`src/hdl/cap_pkg.sv`:
```
// ----------------------------------------------------------------------------
// cap_pkg - shared types, constants and fixed point helpers
// Q16.16 saturating arithmetic, request payloads and configuration set for
// the cascaded attitude controller and motor mixer.
// ----------------------------------------------------------------------------
package cap_pkg;

    localparam int FRAC_BITS = 16;
    localparam int DIV_W     = 32 + FRAC_BITS;
    localparam int DIV_CW    = $clog2(DIV_W);

    localparam logic signed [31:0] S32_MAX    = 32'sh7fff_ffff;
    localparam logic signed [31:0] S32_MIN    = 32'sh8000_0000;
    localparam logic signed [31:0] Q_ONE      = 32'(2 ** FRAC_BITS);
    localparam logic signed [31:0] K_EXPO     = 32'((5 * (2 ** FRAC_BITS) + 50) / 100);
    localparam logic signed [31:0] K_THR_LO   = 32'(1000 * (2 ** FRAC_BITS));
    localparam logic signed [31:0] K_THR_HI   = 32'(1650 * (2 ** FRAC_BITS));
    localparam logic signed [31:0] K_SCALE_HI = 32'((12 * (2 ** FRAC_BITS) + 5) / 10);
    localparam logic signed [31:0] K_LIM_BASE = 32'(10 * (2 ** FRAC_BITS));

    // x / 6500 taken as ((x >> 2) * ceil(2^38 / 1625)) >> 38, exact over the
    // clamped throttle span
    localparam int          SCALE_SHIFT   = 38;
    localparam logic [27:0] K_SCALE_RECIP =
        28'(((64'd1 << SCALE_SHIFT) + 64'd1624) / 64'd1625);

    typedef struct packed {
        logic [16:0]        time_step;
        logic signed [31:0] base_throttle;
        logic signed [31:0] roll_setpoint;
        logic signed [31:0] pitch_setpoint;
        logic signed [31:0] yaw_correction;
        logic signed [31:0] roll_angle;
        logic signed [31:0] pitch_angle;
        logic signed [31:0] roll_rate;
        logic signed [31:0] pitch_rate;
    } in_t;

    typedef struct packed {
        logic [15:0] motor_front_left;
        logic [15:0] motor_front_right;
        logic [15:0] motor_rear_left;
        logic [15:0] motor_rear_right;
    } out_t;

    typedef struct packed {
        logic [23:0] angle_kp;
        logic [23:0] rate_kp;
        logic [23:0] rate_ki;
        logic [23:0] rate_kd;
        logic [16:0] rate_d_filter;
        logic [30:0] angle_rate_limit;
        logic [15:0] motor_min;
        logic [15:0] motor_max;
    } cfg_t;

    typedef enum logic [2:0] {
        CFG_ANGLE_KP, CFG_RATE_KP, CFG_RATE_KI, CFG_RATE_KD,
        CFG_RATE_D_FILTER, CFG_ANGLE_RATE_LIMIT, CFG_MOTOR_MIN, CFG_MOTOR_MAX
    } cfg_idx_t;

    typedef enum logic [4:0] {
        LN_IDLE, LN_ERR, LN_EXPO, LN_SHAPE, LN_WANT, LN_RATE_E, LN_IMUL,
        LN_LIM, LN_LIMADD, LN_ICLAMP, LN_F1, LN_F2, LN_F3, LN_P, LN_I,
        LN_D, LN_OUT, LN_DONE
    } lane_state_t;

    typedef enum logic [1:0] {
        TOP_IDLE, TOP_LOAD, TOP_LANES, TOP_MIX
    } top_state_t;

    function automatic logic signed [31:0] sat32(input logic signed [65:0] v);
        logic signed [31:0] r;
        begin
            if (v > 66'sd2147483647)
                r = S32_MAX;
            else if (v < -66'sd2147483648)
                r = S32_MIN;
            else
                r = v[31:0];
            return r;
        end
    endfunction

    // product rounded toward minus infinity, then saturated
    function automatic logic signed [31:0] qmul(input logic signed [32:0] a,
                                                input logic signed [32:0] b);
        logic signed [65:0] p;
        begin
            p = 66'(a) * 66'(b);
            return sat32(p >>> FRAC_BITS);
        end
    endfunction

    function automatic logic signed [31:0] clampsym(input logic signed [31:0] v,
                                                    input logic [31:0] lim);
        logic signed [33:0] vv;
        logic signed [33:0] ll;
        logic signed [31:0] r;
        begin
            vv = 34'(v);
            ll = $signed({2'b00, lim});
            if (vv > ll)
                r = $signed(lim);
            else if (vv < -ll)
                r = 32'(-ll);
            else
                r = v;
            return r;
        end
    endfunction

endpackage

```
`src/hdl/cap_mix.sv`:
```
// ----------------------------------------------------------------------------
// cap_mix - X-frame motor mixer
// Merge the roll and pitch corrections with throttle and yaw step by
// step, then clamp to the motor range and drop the fraction.
// ----------------------------------------------------------------------------
module cap_mix
(
    input  logic               clk,
    input  logic               rst_n,
    input  logic               start,
    input  cap_pkg::cfg_t      cfg,
    input  logic signed [31:0] throttle,
    input  logic signed [31:0] yaw,
    input  logic signed [31:0] roll_corr,
    input  logic signed [31:0] pitch_corr,
    output logic               done,
    output cap_pkg::out_t      result
);
    import cap_pkg::*;

    // motor order: front left, front right, rear left, rear right
    localparam logic [3:0] P_NEG = 4'b1010;
    localparam logic [3:0] R_NEG = 4'b1100;
    localparam logic [3:0] Y_NEG = 4'b1001;

    function automatic logic signed [31:0] addsub(input logic signed [31:0] a,
                                                  input logic signed [31:0] b,
                                                  input logic neg);
        begin
            return neg ? sat32(66'(a) - 66'(b)) : sat32(66'(a) + 66'(b));
        end
    endfunction

    function automatic logic [15:0] motor_out(input logic signed [31:0] v,
                                              input logic [15:0] lo,
                                              input logic [15:0] hi);
        logic signed [65:0] vv;
        logic signed [65:0] lo_q;
        logic signed [65:0] hi_q;
        logic [15:0]        r;
        begin
            vv   = 66'(v);
            lo_q = $signed(66'(lo) << FRAC_BITS);
            hi_q = $signed(66'(hi) << FRAC_BITS);
            if (vv < lo_q)
                r = lo;
            else if (vv > hi_q)
                r = hi;
            else
                r = vv[FRAC_BITS+15:FRAC_BITS];
            return r;
        end
    endfunction

    logic signed [31:0] m_reg [4];
    logic [15:0]        mot_reg [4];
    logic [1:0]         step_reg;
    logic               busy_reg;
    logic               done_reg;

    always_ff @(posedge clk or negedge rst_n)
    begin
        if (!rst_n)
        begin
            step_reg <= '0;
            busy_reg <= 1'b0;
            done_reg <= 1'b0;
        end
        else if (start)
        begin
            step_reg <= 2'd1;
            busy_reg <= 1'b1;
            done_reg <= 1'b0;
        end
        else if (busy_reg)
        begin
            step_reg <= step_reg + 2'd1;
            if (step_reg == 2'd3)
            begin
                busy_reg <= 1'b0;
                done_reg <= 1'b1;
            end
        end
    end

    always_ff @(posedge clk)
    begin
        for (int i = 0; i < 4; i++)
        begin
            if (start)
                m_reg[i] <= addsub(throttle, pitch_corr, P_NEG[i]);
            else if (busy_reg)
            begin
                case (step_reg)
                    2'd1:    m_reg[i] <= addsub(m_reg[i], roll_corr, R_NEG[i]);
                    2'd2:    m_reg[i] <= addsub(m_reg[i], yaw, Y_NEG[i]);
                    2'd3:    mot_reg[i] <= motor_out(m_reg[i], cfg.motor_min, cfg.motor_max);
                    default: ;
                endcase
            end
        end
    end

    assign done                     = done_reg;
    assign result.motor_front_left  = mot_reg[0];
    assign result.motor_front_right = mot_reg[1];
    assign result.motor_rear_left   = mot_reg[2];
    assign result.motor_rear_right  = mot_reg[3];

endmodule
```
`config.mk`:
```
export PLATFORM = sky130hd
export DESIGN_NAME = cap_mix
export DESIGN_NICKNAME = d
export VERILOG_FILES = /design/src/hdl/cap_pkg.sv /design/src/hdl/cap_mix.sv
export SDC_FILE = /design/constraint.sdc
export NUM_CORES = 1
export LEC_CHECK = 0
export BUFFER_PORTS_ARGS = -buffer_cell sky130_fd_sc_hd__buf_2
export CAP_MARGIN = 20
export CORE_ASPECT_RATIO = 2
export CORE_MARGIN = 1.5
export CORE_UTILIZATION = 55
export DETAILED_ROUTE_END_ITERATION = 8
export GPL_ROUTABILITY_DRIVEN = 0
export GPL_TIMING_DRIVEN = 1
export PLACE_DENSITY_LB_ADDON = 0.3
export SKIP_LAST_GASP = 1
export SLEW_MARGIN = 10
export SYNTH_ARGS = -nofsm -noshare
export SYNTH_HDL_FRONTEND = slang
export SYNTH_SLANG_ARGS = --single-unit
```
`constraint.sdc`:
```
create_clock -name clk -period 5.94 [get_ports clk]
set_input_delay 0.891 -clock clk [delete_from_list [all_inputs] [get_ports clk]]
set_output_delay 0.891 -clock clk [all_outputs]
set_load 0.01 [all_outputs]
```
==> results of run 1 <==
[layer usage]
metal,GRT overflow,global-route usage (%)
met1,0,49.2
met2,8,73.8
met3,1,22.3
met4,11,55.7
met5,0,1.22
[synthesized netlist by cell type (11+ instances only)]
library cell,count,area share (%)
sky130_fd_sc_hd__ha_1,447,18
sky130_fd_sc_hd__a21oi_1,379,6.2
sky130_fd_sc_hd__nand2_1,300,3.7
sky130_fd_sc_hd__inv_1,243,3.0
sky130_fd_sc_hd__nor2_1,235,2.9
sky130_fd_sc_hd__edfxtp_1,192,19
sky130_fd_sc_hd__xnor2_1,180,5.1
sky130_fd_sc_hd__o21ai_0,175,2.9
sky130_fd_sc_hd__a21o_1,166,4.1
sky130_fd_sc_hd__mux2i_1,113,3.7
sky130_fd_sc_hd__nand3_1,103,1.7
sky130_fd_sc_hd__xor2_1,80,2.3
sky130_fd_sc_hd__nand2b_1,77,1.6
sky130_fd_sc_hd__clkbuf_1,74,0.91
sky130_fd_sc_hd__o21a_1,65,1.6
sky130_fd_sc_hd__a32oi_1,59,1.7
sky130_fd_sc_hd__buf_2,58,0.95
sky130_fd_sc_hd__nand4_1,57,1.2
sky130_fd_sc_hd__nor2b_1,54,1.1
sky130_fd_sc_hd__o211ai_1,52,1.3
sky130_fd_sc_hd__a31oi_1,47,0.96
sky130_fd_sc_hd__and3_1,44,0.90
sky130_fd_sc_hd__nor3_1,44,0.72
sky130_fd_sc_hd__a211oi_1,41,1.0
sky130_fd_sc_hd__o21bai_1,41,1.0
sky130_fd_sc_hd__or3_1,28,0.57
sky130_fd_sc_hd__nor4_1,27,0.55
sky130_fd_sc_hd__o31ai_1,27,0.66
sky130_fd_sc_hd__a21boi_0,23,0.56
sky130_fd_sc_hd__o21ai_1,21,0.34
sky130_fd_sc_hd__a211o_1,20,0.57
sky130_fd_sc_hd__a22oi_1,19,0.46
sky130_fd_sc_hd__o2111ai_1,17,0.49
sky130_fd_sc_hd__a31o_2,13,0.37
sky130_fd_sc_hd__o31a_1,12,0.34
sky130_fd_sc_hd__a2111o_1,11,0.40
sky130_fd_sc_hd__and4_1,11,0.31
[kinds of logic after synthesis]
logic type	after synthesis
DFF	196
muxes	115
AOI/OAI and AO/OA	1312
and+or+nand+nor	1044
buffers and inverters	391
xor gates and xnor gates	260
adders and majority gates	457
[through the flow]
stage                     std cells  instance area, sq um
after global placement         4629                 32400
after CTS                      4661                 32900
after floorplan                3775                 30700
after detailed placement       4629                 32400
==> results_dict.tcl, run 1 <==
set metrics [dict create \
    status "did not finish" \
    stage_reached "global routing (5_1_grt)" \
    first-error "[ERROR GRT-0116] Global routing finished with congestion. Check the congestion regions in the DRC Viewer." \
    synthesis.yosys.warnings 0 \
    xor_and_xnor_area_share_after_synthesis_pct 7.42 \
    post_cts.resized_instances 0 \
    h_tree_levels 4 \
    synth_mux_area_share_pct 3.76 \
    globalRouteOverflowTotal 20 \
    die_h_um 337 \
    io_buffers 227 \
    fp.dieW_um 170 \
    cts_max_path_buffers 2 \
    grt_pass1_wl_mm 212 \
    synthesis.area_per_instance_sq_um 8.13 \
    dp_hpwl_mm 105 \
    synth_compound_area_share_pct 28.9 \
    synth_cell_types 103 \
    tritoncts_buffer_count 17 \
    synth_fa_ha_area_share_pct 18.9 \
    cts_hold_repair.buffers 0 \
    synth-edff-count 192 \
    synth-simple-area-share_pct 16.7 \
    clk_root_buffer_cell "sky130_fd_sc_hd__clkbuf_16" \
    grt_pass1_vias 32900 \
    cell_count_after_synthesis 3775 \
    grt_max_degree 65 \
    boundaryPins 372 \
    placementRows 122 \
    yosysSeqAreaShare_pct 19.1 \
    largest_family_of_logic_cells_by_synthesized_area "compound AO/OA/AOI/OAI gates" \
    setup_fix_buffers_added_after_clock_tree_synthesis 0 \
    post_placement_worst_setup_slack_ps 867 \
    grt_usage_pct 50.0 \
    syn-cell-area_sq_um 30700 \
    syn_nets 4539 \
    initial_core_util_pct 55.5 \
    synth-async-reset-ratio_pct 2.04 \
    postSynthRegisterBits 196 \
    cts.sink_count 196 \
    synthFlopType "sky130_fd_sc_hd__edfxtp_1" \
]
==> run 2, diff against run 1 <==
--- a/config.mk
+++ b/config.mk
@@ -7,13 +7,12 @@
 export LEC_CHECK = 0
 export BUFFER_PORTS_ARGS = -buffer_cell sky130_fd_sc_hd__buf_2
 export CAP_MARGIN = 20
-export CORE_ASPECT_RATIO = 2
 export CORE_MARGIN = 1.5
-export CORE_UTILIZATION = 55
+export CORE_UTILIZATION = 40
 export DETAILED_ROUTE_END_ITERATION = 8
 export GPL_ROUTABILITY_DRIVEN = 0
 export GPL_TIMING_DRIVEN = 1
-export PLACE_DENSITY_LB_ADDON = 0.3
+export PLACE_DENSITY_LB_ADDON = 0.15
 export SKIP_LAST_GASP = 1
 export SLEW_MARGIN = 10
 export SYNTH_ARGS = -nofsm -noshare
==> run 2 against run 1 <==
The flow now finishes without violations; synthesized cell count stayed put; synthesized area did not move.
==> results_dict.tcl, run 2 <==
set metrics [dict create \
    crit_top_cell "sky130_fd_sc_hd__a21oi_1" \
    synthFlopType "sky130_fd_sc_hd__edfxtp_1" \
    critical_path_cell_count 14 \
    placementRows 101 \
    synth-edff-count 192 \
    finalWorstPathRequiredPeriod_ps 5170 \
    die_h_um 280 \
    status "finished clean" \
    grt_antenna_before_repair 9 \
    setup_violations 0 \
    xor_and_xnor_area_share_after_synthesis_pct 7.42 \
    io_buffers 227 \
    irDropWorstVdd_uv 284 \
    drv_slew 0 \
    clock.fmax_ghz 0.193 \
    synth_largest_area_cell "sky130_fd_sc_hd__edfxtp_1" \
    post_cts.resized_instances 0 \
    sequential_standard_cell_area_sq_um 5870 \
    dp_hpwl_mm 111 \
    synth-simple-area-share_pct 16.7 \
    number_of_buffer_and_inverter_stages_on_the_critical_path 2 \
    dr.pass1.iters 6 \
    detail_route.iter0.violations 3026 \
    synth_cell_types 103 \
    largest_register_ffs 128 \
    layout_common_cells "447 x sky130_fd_sc_hd__ha_1, 378 x sky130_fd_sc_hd__a21oi_1, 299 x sky130_fd_sc_hd__nand2_1" \
    rsz0062_at_grt "no" \
    worstHoldPathType "primary input to asynchronous set/reset pin" \
    wl_per_cell_um 26.6 \
    placedCellCount 4945 \
    drt-total-wl_mm 133 \
    boundaryPins 372 \
    cell_count_after_synthesis 3775 \
    synthesis.area_per_instance_sq_um 8.13 \
    grt_max_degree 66 \
    syn-cell-area_sq_um 30700 \
    cts_max_path_buffers 2 \
    report.final.hold_viol_count 0 \
    area_of_the_multi_input_gates_sq_um 23300 \
    fp.dieW_um 280 \
    tns_ps 0 \
    most_common_cell_after_layout_fill_and_taps_aside "sky130_fd_sc_hd__ha_1" \
    synth_compound_area_share_pct 28.9 \
    cts_hold_repair.buffers 0 \
    setup_fix_buffers_added_after_clock_tree_synthesis 0 \
    end_kind "flip-flop" \
    cp_top_family "compound AO/OA/AOI/OAI gates" \
    yosysSeqAreaShare_pct 19.1 \
    critical_path_class "flip-flop to flip-flop" \
    largest_family_of_logic_cells_by_synthesized_area "compound AO/OA/AOI/OAI gates" \
    grt_pass1_vias 29000 \
    clock_latency_ps 530 \
    cts_tree "yes" \
    worst-endpoint-arrival_ps 5520 \
    max-slew-margin-rel_pct 14.1 \
    cts.sink_count 196 \
    initial_core_util_pct 40.4 \
    rr_worst_depth 14 \
    grt_pass1_wl_mm 190 \
    syn_nets 4539 \
    worst_clock_skew_ps 20.4 \
    power-per-cell-area_nw_per_um2 570 \
    synth_mux_area_share_pct 3.76 \
    synth-async-reset-ratio_pct 2.04 \
    h_tree_levels 4 \
    core_sq_um 75900 \
    synth_area_leaders "sky130_fd_sc_hd__edfxtp_1 19%, sky130_fd_sc_hd__ha_1 18%, sky130_fd_sc_hd__a21oi_1 6.2%, sky130_fd_sc_hd__xnor2_1 5.1%, sky130_fd_sc_hd__a21o_1 4.1%" \
    via_count 30900 \
    die-area_sq_um 78400 \
    p_leak_uw 0.0150 \
    drc 0 \
    final-instance-count-excl-fill 4984 \
    synth_fa_ha_area_share_pct 18.9 \
    critical_path_fanout_max 8 \
    area_overhead_of_the_layout_relative_to_synthesis_pct 9.62 \
    drt-vias-per-instance 6.20 \
    worst_setup_path_start_kind "flip-flop" \
    finalNetCount 4701 \
    required_ps 6280 \
    max-cap-violations 0 \
    clkSlewWorstSetupHoldPaths_ps 90 \
    timing.final.crit_share_pct 87.1 \
    ant_nets 0 \
    fill_cells 7720 \
    postSynthRegisterBits 196 \
    synthesis.yosys.warnings 0 \
    synth.most_common_cell "sky130_fd_sc_hd__ha_1" \
    netlist_top_cells_count "447 x sky130_fd_sc_hd__ha_1, 379 x sky130_fd_sc_hd__a21oi_1, 300 x sky130_fd_sc_hd__nand2_1, 243 x sky130_fd_sc_hd__inv_1, 235 x sky130_fd_sc_hd__nor2_1" \
    synthDominantCellAreaShare_pct 18.8 \
    clk_root_buffer_cell "sky130_fd_sc_hd__clkbuf_16" \
    grt_usage_pct 33.3 \
    worst_pin_slew_ps 1280 \
    drive_gt1_share_pct 10.0 \
    globalRouteOverflowTotal 0 \
    timing.critical_path.cells "inv_1 > ha_1 > fa_1 > nand2b_1 > a21oi_1 > o21ai_1 > a41oi_1 > nor2_1 > o41a_1 > or4b_4 > nor2_2 > a21oi_1 > buf_4 > o2111ai_1" \
    critical_path.max_stage_delay_ps 690 \
    tritoncts_buffer_count 17 \
    crit_slowest_cell "sky130_fd_sc_hd__or4b_4" \
]
==> run 2: cell counts after synthesis <==
Identical to the previous run, type by type.
==> run 2: path summary, 6_finish.rpt <==
kind | from | to | slack, ps
max | m_reg[0][0]$_DFFE_PP_ | m_reg[0][18]$_DFFE_PP_ | 770
min | rst_n | step_reg[0]$_DFFE_PN0P_ | 150
max reg2reg | m_reg[0][0]$_DFFE_PP_ | m_reg[0][18]$_DFFE_PP_ | 770
min reg2reg | done$_DFFE_PN0P_ | done$_DFFE_PN0P_ | 480
max in group asynchronous | rst_n | busy_reg$_DFF_PN0_ | 5670
min in group clk | done$_DFFE_PN0P_ | done$_DFFE_PN0P_ | 480
==> run 2: cells by family after synthesis <==
kind of cell,Yosys count
adder cells (fa/ha/maj),457
XOR/XNOR,260
multiplexers,115
flip-flops,196
buffers and inverters,391
AO/OA/AOI/OAI,1312
AND/OR/NAND/NOR,1044
==> run 2: layer usage <==
layer	track usage, %	part of all wire, %	vias to the layer above
met2	51.9	43	1408
met4	24.7	8.6	6
met5	0	0.029	-
li1	-	-	14600
met1	40.8	41	14500
met3	6.40	7.8	383
==> run 2: metrics by stage <==
step | total power (uW) | instance area, sq um | hold WS, ps | util (%) | worst slack (ps)
4_1_cts | 18700 | 33600 | 141 | 44.2 | 901
5_1_grt | 20500 | 33600 | 158 | 44.3 | 630
3_3_place_gp | 17300 | 33000 | 462 | 43.4 | 550
3_5_place_dp | 17300 | 33000 | 465 | 43.4 | 460
6_report | 19200 | 33600 | 152 | 44.3 | 767
2_1_floorplan | 13000 | 30700 | 521 | - | 2130
==> run 2: where the power goes <==
part	leakage (uW)	total, uW	internal (uW)	switching [uW]
logic	0.0128	14200	5580	8660
registers	0.00191	3580	2440	1150
clock network	0.000293	1360	643	718
total	0.0150	19200	8660	10500
==> run 2: final cells by class <==
| type | count | share of cell area [%] |
|---|---|---|
| multi-input combinational | 3188 | 69.3 |
| sequential | 196 | 17.4 |
| timing repair buffer | 289 | 4.87 |
| tap | 1030 | 3.83 |
| inverter | 245 | 2.73 |
| clock buffer | 17 | 1.27 |
| clock inverter | 15 | 0.566 |
| antenna | 4 | 0.0298 |
Note: power is estimated with default switching activity, not from simulation.
==> run 3, diff against run 2 <==
--- a/config.mk
+++ b/config.mk
@@ -13,6 +13,7 @@
 export GPL_ROUTABILITY_DRIVEN = 0
 export GPL_TIMING_DRIVEN = 1
 export PLACE_DENSITY_LB_ADDON = 0.15
+export RECOVER_POWER = 25
 export SKIP_LAST_GASP = 1
 export SLEW_MARGIN = 10
 export SYNTH_ARGS = -nofsm -noshare
==> run 3 against run 2 <==
The run now ends with capacitance limit, slew limit left; sequential share of layout area is essentially flat; via count grew 0.32%; non-clock buffer count is the same; power is essentially flat; clock-buffer cell count is the same; final area shrank 0.26%; utilization shrank 0.12 points; critical path type unchanged; largest cell class unchanged; highest routed layer unchanged.
==> results_dict.tcl, run 3 (same netlist as run 2, synthesis figures left out) <==
set metrics [dict create \
    worst_pin_slew_ps 3540 \
    grt_max_degree 66 \
    critical_path_fanout_max 8 \
    dr.pass1.iters 8 \
    post_cts.resized_instances 0 \
    cts.sink_count 196 \
    grt_usage_pct 33.3 \
    cts_max_path_buffers 2 \
    boundaryPins 372 \
    timing.critical_path.cells "inv_1 > ha_1 > fa_1 > nand2b_1 > a21oi_1 > o21ai_1 > a41oi_1 > nor2_1 > o41a_1 > or4b_4 > nor2_2 > a21oi_1 > buf_4 > o2111ai_1" \
    max-slew-margin-rel_pct -136 \
    most_common_cell_after_layout_fill_and_taps_aside "sky130_fd_sc_hd__ha_1" \
    grt_antenna_before_repair 9 \
    finalPower_uw 19200 \
    cts_hold_repair.buffers 0 \
    p_leak_uw 0.0148 \
    crit_slowest_cell "sky130_fd_sc_hd__or4b_4" \
    rsz0062_at_grt "no" \
    number_of_buffer_and_inverter_stages_on_the_critical_path 2 \
    tns_ps 0 \
    layout_common_cells "447 x sky130_fd_sc_hd__ha_1, 378 x sky130_fd_sc_hd__a21oi_1, 299 x sky130_fd_sc_hd__nand2_1" \
    max-cap-violations 2 \
    die-area_sq_um 78400 \
    h_tree_levels 4 \
    io_buffers 227 \
    drive_gt1_share_pct 8.28 \
    fp.dieW_um 280 \
    wl_per_cell_um 26.6 \
    largest_register_ffs 128 \
    finalNetCount 4701 \
    crit_top_cell "sky130_fd_sc_hd__a21oi_1" \
    tritoncts_buffer_count 17 \
    placementRows 101 \
    setup_fix_buffers_added_after_clock_tree_synthesis 0 \
    worst-endpoint-arrival_ps 5520 \
    clock.fmax_ghz 0.193 \
    finalWorstPathRequiredPeriod_ps 5170 \
    required_ps 6290 \
    area_overhead_of_the_layout_relative_to_synthesis_pct 9.33 \
    grt_pass1_vias 29000 \
    drt-vias-per-instance 6.22 \
    detail_route.iter0.violations 3003 \
    timing.final.crit_share_pct 87.1 \
    cts_tree "yes" \
    end_kind "flip-flop" \
    drc 0 \
    failed_checks "capacitance limit, slew limit" \
    worstHoldPathType "primary input to asynchronous set/reset pin" \
    core_sq_um 75900 \
    ant_nets 0 \
    worst_clock_skew_ps 20.5 \
    report.final.hold_viol_count 0 \
    clock_latency_ps 530 \
    grt_pass1_wl_mm 190 \
    power-per-cell-area_nw_per_um2 572 \
    irDropWorstVdd_uv 284 \
    critical_path_class "flip-flop to flip-flop" \
    drv_slew 99 \
    drt-total-wl_mm 133 \
    status "finished with violations" \
    via_count 31000 \
    initial_core_util_pct 40.4 \
    globalRouteOverflowTotal 0 \
    cp_top_family "compound AO/OA/AOI/OAI gates" \
    clkSlewWorstSetupHoldPaths_ps 90 \
    setup_violations 0 \
    critical_path.max_stage_delay_ps 680 \
    clk_root_buffer_cell "sky130_fd_sc_hd__clkbuf_16" \
    worst_setup_path_start_kind "flip-flop" \
    dp_hpwl_mm 111 \
    fill_cells 7752 \
    die_h_um 280 \
]
## run 3: worst paths after layout
path	slack, ps	from	cells after the start	end
worst max register to register	770	m_reg[0][0]$_DFFE_PP_	14	m_reg[0][18]$_DFFE_PP_
worst min register to register	480	done$_DFFE_PN0P_	1	done$_DFFE_PN0P_
max in group asynchronous	5570	rst_n	1	busy_reg$_DFF_PN0_
min in group clk	480	done$_DFFE_PN0P_	1	done$_DFFE_PN0P_
worst min-delay path	180	rst_n	1	step_reg[0]$_DFFE_PN0P_
worst max-delay path	770	m_reg[0][0]$_DFFE_PP_	14	m_reg[0][18]$_DFFE_PP_
## run 3: layout make-up
cell class	instances	area (sq um)	share of cell area, %
Clock inverter	15	190	0.567
Antenna cell	5	12.5	0.0373
Clock buffer	17	425	1.27
Inverter	245	920	2.74
Timing Repair Buffer	289	1550	4.61
Sequential cell	196	5870	17.5
Tap cell	1030	1290	3.84
Multi-Input combinational cell	3188	23300	69.4
## run 3: power breakdown
group,internal [uW],switching [uW]
clock network,644,724
registers,2450,1150
logic,5560,8650
total,8650,10500
## run 3: metal layers
metal	wire length, um	vias to the layer above	share of wire (%)	global-route usage (%)
met5	25	-	0.019	0
met2	57000	1407	43	51.9
li1	-	14600	-	-
met4	11600	4	8.7	24.7
met1	53900	14600	41	40.8
met3	10300	393	7.8	6.40
## run 3: metrics by stage
stage	instances	hold slack (ps)	util [%]	worst slack, ps	cell area, sq um
finish	4985	182	44.2	769	33500
detailed placement	4945	465	43.4	460	33000
global route	4980	210	44.1	630	33500
global placement	4945	462	43.4	550	33000
CTS	4977	141	44.2	901	33600
floorplan	3775	521	-	2130	30700
